$ cat src/rtl/skf_pkg.sv
`timescale 1ns / 1ps
// ----------------------------------------------------------------------------
// skf_pkg
// Shared types, constants and the microcode program of the scalar Kalman
// filter core.
// ----------------------------------------------------------------------------
package skf_pkg;

  // Field and register widths
  localparam int SAMPLE_W = 32;
  localparam int GAIN_W   = 17;
  localparam int VAR_W    = 31;
  localparam int CFG_IDX_W = 2;
  localparam int OUT_W    = 56;  // estimate + gain, padded to whole bytes
  localparam int PC_W     = 4;
  localparam int CNT_W    = 4;

  // Unity gain in Q1.16
  localparam logic [GAIN_W-1:0] ONE_Q16 = 17'h10000;
  // Saturated variance
  localparam logic [VAR_W-1:0] VAR_MAX = 31'h7FFF_FFFF;

  // Register reset values
  localparam logic [VAR_W-1:0] PROCESS_NOISE_RST     = 31'd1966;
  localparam logic [VAR_W-1:0] MEASUREMENT_NOISE_RST = 31'd6554;
  localparam logic [VAR_W-1:0] INITIAL_VARIANCE_RST  = 31'd65536;

  // Register indexes
  localparam logic [CFG_IDX_W-1:0] CFG_PROCESS_NOISE     = 2'd0;
  localparam logic [CFG_IDX_W-1:0] CFG_MEASUREMENT_NOISE = 2'd1;
  localparam logic [CFG_IDX_W-1:0] CFG_INITIAL_VARIANCE  = 2'd2;

  // Divider loop: passes of the divider step after its first, one fewer than the trailing quotient bits
  localparam logic [CNT_W-1:0] DIV_LOOP_INIT = 4'd15;

  // Datapath operations
  typedef enum logic [3:0] {
    OP_NOP,
    OP_LOAD,
    OP_DENOM,
    OP_DIV_HEAD,
    OP_DIV_STEP,
    OP_GAIN,
    OP_MUL_RES,
    OP_UPD_EST,
    OP_MUL_VAR,
    OP_UPD_VAR,
    OP_EMIT
  } op_t;

  // Sequencing conditions
  typedef enum logic [1:0] {
    JMP_NONE,    // fall through
    JMP_NO_REQ,  // stay while no request is offered
    JMP_LOOP,    // jump to target while the loop counter is nonzero
    JMP_BUSY     // stay while the output slot is full, else go to target
  } jmp_t;

  // One microcode word
  typedef struct packed {
    op_t             op;
    jmp_t            cond;
    logic            cnt_ld;
    logic [PC_W-1:0] target;
  } ctrl_t;

  // Status back to the sequencer
  typedef struct packed {
    logic req_valid;
    logic out_free;
  } sts_t;

  // Program steps
  localparam logic [PC_W-1:0] PC_ENTRY = 4'd0;
  localparam logic [PC_W-1:0] PC_DIV   = 4'd3;

  // Microcode program
  function automatic ctrl_t ucode_word(input logic [PC_W-1:0] pc);
    ctrl_t w;
    w = '{op: OP_NOP, cond: JMP_NONE, cnt_ld: 1'b0, target: PC_ENTRY};
    unique case (pc)
      4'd0: w = '{op: OP_LOAD,     cond: JMP_NO_REQ, cnt_ld: 1'b0, target: PC_ENTRY};
      4'd1: w = '{op: OP_DENOM,    cond: JMP_NONE,   cnt_ld: 1'b1, target: PC_ENTRY};
      4'd2: w = '{op: OP_DIV_HEAD, cond: JMP_NONE,   cnt_ld: 1'b0, target: PC_ENTRY};
      4'd3: w = '{op: OP_DIV_STEP, cond: JMP_LOOP,   cnt_ld: 1'b0, target: PC_DIV};
      4'd4: w = '{op: OP_GAIN,     cond: JMP_NONE,   cnt_ld: 1'b0, target: PC_ENTRY};
      4'd5: w = '{op: OP_MUL_RES,  cond: JMP_NONE,   cnt_ld: 1'b0, target: PC_ENTRY};
      4'd6: w = '{op: OP_UPD_EST,  cond: JMP_NONE,   cnt_ld: 1'b0, target: PC_ENTRY};
      4'd7: w = '{op: OP_MUL_VAR,  cond: JMP_NONE,   cnt_ld: 1'b0, target: PC_ENTRY};
      4'd8: w = '{op: OP_UPD_VAR,  cond: JMP_NONE,   cnt_ld: 1'b0, target: PC_ENTRY};
      4'd9: w = '{op: OP_EMIT,     cond: JMP_BUSY,   cnt_ld: 1'b0, target: PC_ENTRY};
      default: w = '{op: OP_NOP,   cond: JMP_NONE,   cnt_ld: 1'b0, target: PC_ENTRY};
    endcase
    return w;
  endfunction

endpackage

$ cat src/rtl/skf_sequencer.sv
`timescale 1ns / 1ps
// ----------------------------------------------------------------------------
// skf_sequencer
// Step counter, loop counter and microcode table; issues one control word
// per cycle to the datapath, with its operation suppressed while held.
// ----------------------------------------------------------------------------
module skf_sequencer (
  input  logic           clk,
  input  logic           rst,
  input  skf_pkg::sts_t  sts,
  output skf_pkg::ctrl_t ctrl,
  output logic           entry
);
  import skf_pkg::*;

  logic [PC_W-1:0]  pc;
  logic [PC_W-1:0]  pc_next;
  logic [CNT_W-1:0] cnt;
  logic [CNT_W-1:0] cnt_next;
  ctrl_t            word;
  logic             hold;

  // Fetch the current control word
  assign word  = ucode_word(pc);
  assign entry = (word.op == OP_LOAD);

  // Decide the next step; suppress the operation while held
  always_comb begin
    hold     = 1'b0;
    pc_next  = pc + 1'b1;
    cnt_next = cnt;
    unique case (word.cond)
      JMP_NONE: begin
        pc_next = pc + 1'b1;
      end
      JMP_NO_REQ: begin
        hold    = !sts.req_valid;
        pc_next = hold ? pc : pc + 1'b1;
      end
      JMP_LOOP: begin
        if (cnt != '0) begin
          pc_next  = word.target;
          cnt_next = cnt - 1'b1;
        end
      end
      JMP_BUSY: begin
        hold    = !sts.out_free;
        pc_next = hold ? pc : word.target;
      end
      default: begin
        pc_next = PC_ENTRY;
      end
    endcase
    if (word.cnt_ld) begin
      cnt_next = DIV_LOOP_INIT;
    end
    ctrl    = word;
    ctrl.op = hold ? OP_NOP : word.op;
  end

  // Step and loop counters
  always_ff @(posedge clk) begin
    if (rst) begin
      pc  <= PC_ENTRY;
      cnt <= '0;
    end else begin
      pc  <= pc_next;
      cnt <= cnt_next;
    end
  end

endmodule

$ cat src/rtl/skf_datapath.sv
`timescale 1ns / 1ps
// ----------------------------------------------------------------------------
// skf_datapath
// Filter state, configuration registers, restoring divider step, shared
// multiplier and output register, all driven by the microcode op.
// ----------------------------------------------------------------------------
module skf_datapath (
  input  logic                                clk,
  input  logic                                rst,
  input  skf_pkg::ctrl_t                      ctrl,
  input  logic [skf_pkg::SAMPLE_W-1:0]        sample,
  input  logic                                cfg_we,
  input  logic [skf_pkg::CFG_IDX_W-1:0]       cfg_index,
  input  logic [skf_pkg::VAR_W-1:0]           cfg_data,
  input  logic                                out_ready,
  output logic                                out_valid,
  output logic [skf_pkg::SAMPLE_W-1:0]        out_estimate,
  output logic [skf_pkg::GAIN_W-1:0]          out_gain,
  output logic                                out_free
);
  import skf_pkg::*;

  // Configuration and filter state
  logic [VAR_W-1:0]           process_noise;
  logic [VAR_W-1:0]           measurement_noise;
  logic [VAR_W-1:0]           variance;
  logic signed [SAMPLE_W-1:0] estimate;

  // Working registers
  logic signed [SAMPLE_W-1:0] sample_q;
  logic [VAR_W-1:0]           p;
  logic [VAR_W:0]             denom;
  logic [VAR_W+1:0]           rem;
  logic [GAIN_W-1:0]          quo;
  logic [GAIN_W-1:0]          gain;
  logic signed [SAMPLE_W:0]   resid;
  logic signed [51:0]         prod;

  // Combinational helpers
  logic [VAR_W:0]             p_sum;
  logic [VAR_W+1:0]           rem_shift;
  logic [VAR_W+1:0]           div_in;
  logic                       div_ge;
  logic signed [33:0]         mul_a;
  logic signed [17:0]         mul_b;
  logic signed [51:0]         mul_p;
  logic signed [35:0]         est_sum;
  logic                       sat_hi;
  logic                       sat_lo;
  logic signed [SAMPLE_W-1:0] est_sat;

  assign out_free = !out_valid || out_ready;

  // Raise the variance by the process noise, saturating
  assign p_sum = {1'b0, variance} + {1'b0, process_noise};

  // Restoring divider step: head compares the remainder, loop shifts first
  assign rem_shift = {rem[VAR_W:0], 1'b0};
  assign div_in    = (ctrl.op == OP_DIV_HEAD) ? rem : rem_shift;
  assign div_ge    = (div_in >= {1'b0, denom});

  // Shared multiplier operands
  always_comb begin
    mul_a = '0;
    mul_b = '0;
    case (ctrl.op)
      OP_MUL_RES: begin
        mul_a = {resid[SAMPLE_W], resid};
        mul_b = $signed({1'b0, gain});
      end
      OP_MUL_VAR: begin
        mul_a = $signed({3'b000, p});
        mul_b = $signed({1'b0, ONE_Q16 - gain});
      end
      default: begin
        mul_a = '0;
        mul_b = '0;
      end
    endcase
  end
  assign mul_p = mul_a * mul_b;

  // Move the estimate by the floored product, saturating to 32 bits
  assign est_sum = {{4{estimate[SAMPLE_W-1]}}, estimate} + prod[51:16];
  assign sat_hi  = !est_sum[35] && (est_sum[34:31] != 4'h0);
  assign sat_lo  = est_sum[35] && (est_sum[34:31] != 4'hF);
  always_comb begin
    if (sat_hi) begin
      est_sat = 32'sh7FFF_FFFF;
    end else if (sat_lo) begin
      est_sat = 32'sh8000_0000;
    end else begin
      est_sat = est_sum[SAMPLE_W-1:0];
    end
  end

  // Control and filter state
  always_ff @(posedge clk) begin
    if (rst) begin
      process_noise     <= PROCESS_NOISE_RST;
      measurement_noise <= MEASUREMENT_NOISE_RST;
      variance          <= INITIAL_VARIANCE_RST;
      estimate          <= '0;
      out_valid         <= 1'b0;
    end else begin
      // Register writes; out-of-range indexes are dropped
      if (cfg_we) begin
        case (cfg_index)
          CFG_PROCESS_NOISE:     process_noise     <= cfg_data;
          CFG_MEASUREMENT_NOISE: measurement_noise <= cfg_data;
          CFG_INITIAL_VARIANCE:  variance          <= cfg_data;
          default: ;
        endcase
      end
      if (ctrl.op == OP_UPD_EST) begin
        estimate <= est_sat;
      end
      if (ctrl.op == OP_UPD_VAR) begin
        variance <= prod[46:16];
      end
      // Output slot: load on emit, release when taken
      if (ctrl.op == OP_EMIT) begin
        out_valid <= 1'b1;
      end else if (out_ready) begin
        out_valid <= 1'b0;
      end
    end
  end

  // Working registers, no reset needed
  always_ff @(posedge clk) begin
    case (ctrl.op) inside
      OP_LOAD: begin
        sample_q <= sample;
        p        <= p_sum[VAR_W] ? VAR_MAX : p_sum[VAR_W-1:0];
      end
      OP_DENOM: begin
        denom <= {1'b0, p} + {1'b0, measurement_noise};
        rem   <= {2'b00, p};
      end
      OP_DIV_HEAD, OP_DIV_STEP: begin
        rem <= div_ge ? (div_in - {1'b0, denom}) : div_in;
        quo <= (ctrl.op == OP_DIV_HEAD) ? {{(GAIN_W-1){1'b0}}, div_ge}
                                        : {quo[GAIN_W-2:0], div_ge};
      end
      OP_GAIN: begin
        gain  <= (denom == '0) ? '0 : quo;
        resid <= {sample_q[SAMPLE_W-1], sample_q} - {estimate[SAMPLE_W-1], estimate};
      end
      OP_MUL_RES, OP_MUL_VAR: begin
        prod <= mul_p;
      end
      OP_EMIT: begin
        out_estimate <= estimate;
        out_gain     <= gain;
      end
      default: ;
    endcase
  end

endmodule

$ cat src/rtl/scalar_kalman_filter_core.sv
`timescale 1ns / 1ps
// ----------------------------------------------------------------------------
// scalar_kalman_filter_core
// One-dimensional Kalman filter: per sample, raise the variance, divide out
// the gain, move the estimate toward the sample and shrink the variance.
// ----------------------------------------------------------------------------
//  Channel  Dir  Handshake          Payload
//  s_*      in   s_tvalid/s_tready  s_tdata[31:0] sample
//  m_*      out  m_tvalid/m_tready  m_tdata[31:0] estimate, [48:32] gain
//  cfg_*    in   cfg_we             cfg_index register, cfg_data value
//
//  Each request occupies the sequencer until its result register loads,
//  and the next request is taken in the following cycle at the earliest.
//  The 17 quotient bits of the restoring gain divider (one a cycle) set
//  most of this; load, setup, the gain step, two multiplies, two updates
//  and the emit step add the rest.
//  A new request is taken once the previous one has reached the output
//  register; the last step stalls while a result still waits there.
//  Reset (rst, synchronous) restores the register defaults, loads the
//  variance with the initial value and clears the estimate.
// ----------------------------------------------------------------------------
module scalar_kalman_filter_core (
  input  logic        clk,
  input  logic        rst,
  input  logic        s_tvalid,
  output logic        s_tready,
  input  logic [31:0] s_tdata,   // [31:0] sample
  output logic        m_tvalid,
  input  logic        m_tready,
  output logic [55:0] m_tdata,   // [31:0] estimate, [48:32] gain, [55:49] zero
  input  logic        cfg_we,
  input  logic [1:0]  cfg_index,
  input  logic [30:0] cfg_data
);
  import skf_pkg::*;

  ctrl_t               ctrl;
  sts_t                sts;
  logic                entry;
  logic                out_free;
  logic [SAMPLE_W-1:0] out_estimate;
  logic [GAIN_W-1:0]   out_gain;

  assign sts.req_valid = s_tvalid;
  assign sts.out_free  = out_free;
  assign s_tready      = entry && !rst;
  assign m_tdata       = {{(OUT_W-SAMPLE_W-GAIN_W){1'b0}}, out_gain, out_estimate};

  // Program sequencer
  skf_sequencer u_seq (
    .clk   (clk),
    .rst   (rst),
    .sts   (sts),
    .ctrl  (ctrl),
    .entry (entry)
  );

  // Arithmetic datapath
  skf_datapath u_dp (
    .clk          (clk),
    .rst          (rst),
    .ctrl         (ctrl),
    .sample       (s_tdata),
    .cfg_we       (cfg_we),
    .cfg_index    (cfg_index),
    .cfg_data     (cfg_data),
    .out_ready    (m_tready),
    .out_valid    (m_tvalid),
    .out_estimate (out_estimate),
    .out_gain     (out_gain),
    .out_free     (out_free)
  );

`ifndef SYNTHESIS
  // Leave the entry step right after taking a request
  assert property (@(posedge clk) disable iff (rst)
    s_tvalid && s_tready |=> !s_tready)
    else $error("sequencer stayed at entry after accepting a request");

  // No result can appear in the cycle after an accept
  assert property (@(posedge clk) disable iff (rst)
    s_tvalid && s_tready |=> !$rose(m_tvalid))
    else $error("result emitted too early");

  // Gain never exceeds unity
  assert property (@(posedge clk) disable iff (rst)
    m_tvalid |-> (m_tdata[48:32] <= ONE_Q16))
    else $error("gain above one");
`endif

endmodule

$ cat config.mk
export PLATFORM = sky130hd
export DESIGN_NAME = scalar_kalman_filter_core
export DESIGN_NICKNAME = d
export VERILOG_FILES = /design/src/rtl/skf_pkg.sv /design/src/rtl/skf_sequencer.sv /design/src/rtl/skf_datapath.sv /design/src/rtl/scalar_kalman_filter_core.sv
export SDC_FILE = /design/constraint.sdc
export NUM_CORES = 2
export LEC_CHECK = 0
export BUFFER_PORTS_ARGS = -buffer_cell sky130_fd_sc_hd__buf_2
export CAP_MARGIN = 20
export CORE_MARGIN = 4
export CORE_UTILIZATION = 45
export CTS_BUF_LIST = sky130_fd_sc_hd__clkbuf_16
export CTS_CLUSTER_DIAMETER = 80
export CTS_CLUSTER_SIZE = 10
export DETAILED_ROUTE_END_ITERATION = 8
export PLACE_DENSITY = 0.67
export SLEW_MARGIN = 20
export SYNTH_ARGS = -nofsm -noshare
export SYNTH_HDL_FRONTEND = slang
export SYNTH_SLANG_ARGS = --single-unit
export TNS_END_PERCENT = 30
$ cat constraint.sdc
create_clock -name clk -period 11.9 [get_ports clk]
set_input_delay 0.595 -clock clk [delete_from_list [all_inputs] [get_ports clk]]
set_output_delay 0.595 -clock clk [all_outputs]
set_load 0.01 [all_outputs]
==> metrics.yaml <==
ys_async_sr_fraction_pct: 0
crit_family: "compound AO/OA/AOI/OAI gates"
cellLeakagePower_nw: 21.26
slew_violations: 0
fp.dieArea_um2: 100700
viasPerCell: 5.604
die_w_um: 317.4
die_y_um: 317.4
mostFrequentLayoutCells: "784 x inv_1, 697 x nand2_1, 543 x fa_1, 373 x nor2_1, 287 x ha_1"
hp-class: "in -> reg"
nets: 5623
period_share_pct: 92.50
post_cts_buffers: 0
rows: 113
grt_max_degree: 69
synth.top_cell.area_share_pct: 25.24
hold_ws_ps: 187.8
holdBufCountCts: 0
cp.depth: 32
cts_tree: "yes"
cap_viol_max_count: 0
io-pin-count: 128
routedWlPerCell_um: 20.84
critical_path.most_common_cell: "inv_1"
synth_top_flop_cell: "edfxtp_1"
hold_depth: 1
detail_route.first_pass.iterations: 6
grt.overflow.total: 0
grt_first_pass_wirelength_um: 195000
synth_edf_count: 280
slowest_stage: "o311ai_0"
arrival_ps: 11330
dp_cells: 5936
required_ps: 12220
htree_levels: 2
critPathCaptureType: "flip-flop"
yosysTopAreaCell: "fa_1"
clock-root-buffer: "clkbuf_16"
final-hold-violation-count: 0
fin_cells: 6027
rsz0062_at_grt: "false"
path_buf_inv: 7
clock_sinks: 422
wirelength_um: 125600
antenna_found_initial: 3
worst_setup_path_start_kind: "flip-flop"
grt_pass1_vias: 33750
max_slew_margin_pct: 14.66
grtUsageTotal_pct: 25.09
netlist-cell-type-count: 78
port-buffer-count: 120
ctsResizeCount: 0
gp_congestion: 0.9467
route.vias.total: 33770
clkTransAtPathRegs_ps: 60
ctsLongestPathBuffers: 3
numCtsBuffers: 48
vdd_drop_max_v: 0.0001395
drc: 0
power.density_nw_per_um2: 140.1
setup_violations: 0
syn2layout_area_growth_pct: 7.825
clock.fmax_ghz: 0.09084
num_antenna_cells: 0
final_common_cell: "inv_1"
synth-seq-area-share_pct: 26.12
syn_area_um2: 43080
tns_ps: 0
syn_inst: 4681
fin_skew_ps: 29.01
cp_slowest_stage_delay_ps: 970
yosys_warnings: 0
synth_top_cells_by_area: "fa_1 25%, edfxtp_1 20%, ha_1 8.3%"
drive_above_1_share_pct: 6.258
avgSynthCellArea_um2: 9.202
crit_path_max_fanout: 27
first_iter_violations: 2966
start_util_pct: 45.34
worstMarginPinSlew_ps: 1280
status: "finished clean"
ant_nets: 0
critPathKind: "reg -> reg"
setup_ws_ps: 892.0
clkLatencyLatePin_ps: 600
fin_crit_ps: 11010
synth_seq_cells: 422
hpwl_um: 97330
reg2regPathDepth: 32
dp_slack_ps: 1289
core_um2: 95010
[cells by family after synthesis]
kind of cell | count (synthesis) | synth area share, %
other | 1 | 0.008705
multiplexers | 62 | 1.447
flip-flops | 422 | 26.12
AO/OA/AOI/OAI | 795 | 12.15
adder cells (fa/ha/maj) | 830 | 33.57
buffers and inverters | 933 | 8.293
XOR/XNOR | 162 | 3.294
AND/OR/NAND/NOR | 1476 | 15.12
[final cells by class]
| cell class | instances | area (um^2) |
|---|---|---|
| well taps | 1265 | 1583 |
| multi-input cells | 3332 | 28400 |
| fillers | 8913 | 48560 |
| clock inverters | 39 | 163.9 |
| repair buffers | 170 | 991.0 |
| flip-flops and latches | 422 | 11250 |
| clock buffers | 50 | 1251 |
| inverters | 749 | 2811 |
[registers in the layout (all words and copies together), names as in the netlist]
register and flops:
u_dp.denom 32, u_dp.estimate 32, u_dp.gain 17, u_dp.measurement_noise 31, u_dp.out_estimate 32, u_dp.out_gain 17
u_dp.out_valid 1, u_dp.p 31, u_dp.process_noise 31, u_dp.prod 36, u_dp.quo 17, u_dp.rem 33
u_dp.resid 33, u_dp.sample_q 32, u_dp.variance 31, u_seq.cnt 4, u_seq.pc 4, u_seq.word 8
[metal layers]
metal | vias up | track usage [%] | share of wire, %
li1 | 15400 | - | -
met1 | 16770 | 34.67 | 43
met2 | 1350 | 40.90 | 46
met3 | 249 | 3.996 | 7.7
met4 | 2 | 7.556 | 3.5
met5 | - | 0 | 0.014
[path summary, 6_finish.rpt]
check	slack, ps	endpoint	from
min reg2reg	460	u_dp.process_noise[28]	u_dp.process_noise[28]
min	190	u_dp.sample_q[0]	s_tdata[0]
max reg2reg	890	u_dp.prod[49]	u_dp.gain[0]
max	890	u_dp.prod[49]	u_dp.gain[0]
[worst reg2reg max path: cells and delay by family (launching register included)]
kind                     cells  cell delay [ps]
AO/OA/AOI/OAI                9             3470
adder cells (fa/ha/maj)      7             3020
AND/OR/NAND/NOR              8             2730
buffers and inverters        7              810
flip-flops                   1              640
XOR/XNOR                     1               80
[Yosys cell counts (17+ instances only)]
| cell | n |
|---|---|
| a211oi_1 | 55 |
| a21o_1 | 62 |
| a21oi_1 | 258 |
| a22o_1 | 33 |
| a22oi_1 | 36 |
| a31oi_1 | 20 |
| and2_1 | 42 |
| and3_1 | 30 |
| clkbuf_1 | 154 |
| dfxtp_1 | 142 |
| edfxtp_1 | 280 |
| fa_1 | 543 |
| ha_1 | 287 |
| inv_1 | 749 |
| mux2i_1 | 60 |
| nand2_1 | 697 |
| nand2b_1 | 46 |
| nand3_1 | 45 |
| nand3b_1 | 26 |
| nand4_1 | 17 |
| nor2_1 | 378 |
| nor2_2 | 28 |
| nor2b_1 | 35 |
| nor3_1 | 56 |
| o21a_1 | 39 |
| o21ai_0 | 108 |
| o21bai_1 | 25 |
| o2bb2ai_1 | 31 |
| or3_1 | 29 |
| xnor2_1 | 108 |
| xor2_1 | 54 |
[per-stage QoR]
step	cell area [um^2]	power, mW	utilization [%]
final	46450	6.505	48.89
after global routing	46450	6.915	48.89
after CTS	46430	6.468	48.87
after detailed placement	45020	5.072	47.38
after global placement	45010	5.033	47.37
after floorplan	43100	4.334	-
[power breakdown]
| part | total [mW] | leakage, nW | switching (mW) | internal, mW |
|---|---|---|---|---|
| Combinational | 2.81 | 16.6 | 1.67 | 1.14 |
| Sequential | 2.32 | 3.81 | 0.279 | 2.04 |
| Clock | 1.38 | 0.820 | 0.623 | 0.752 |
Power figures use the tool's default switching activity.
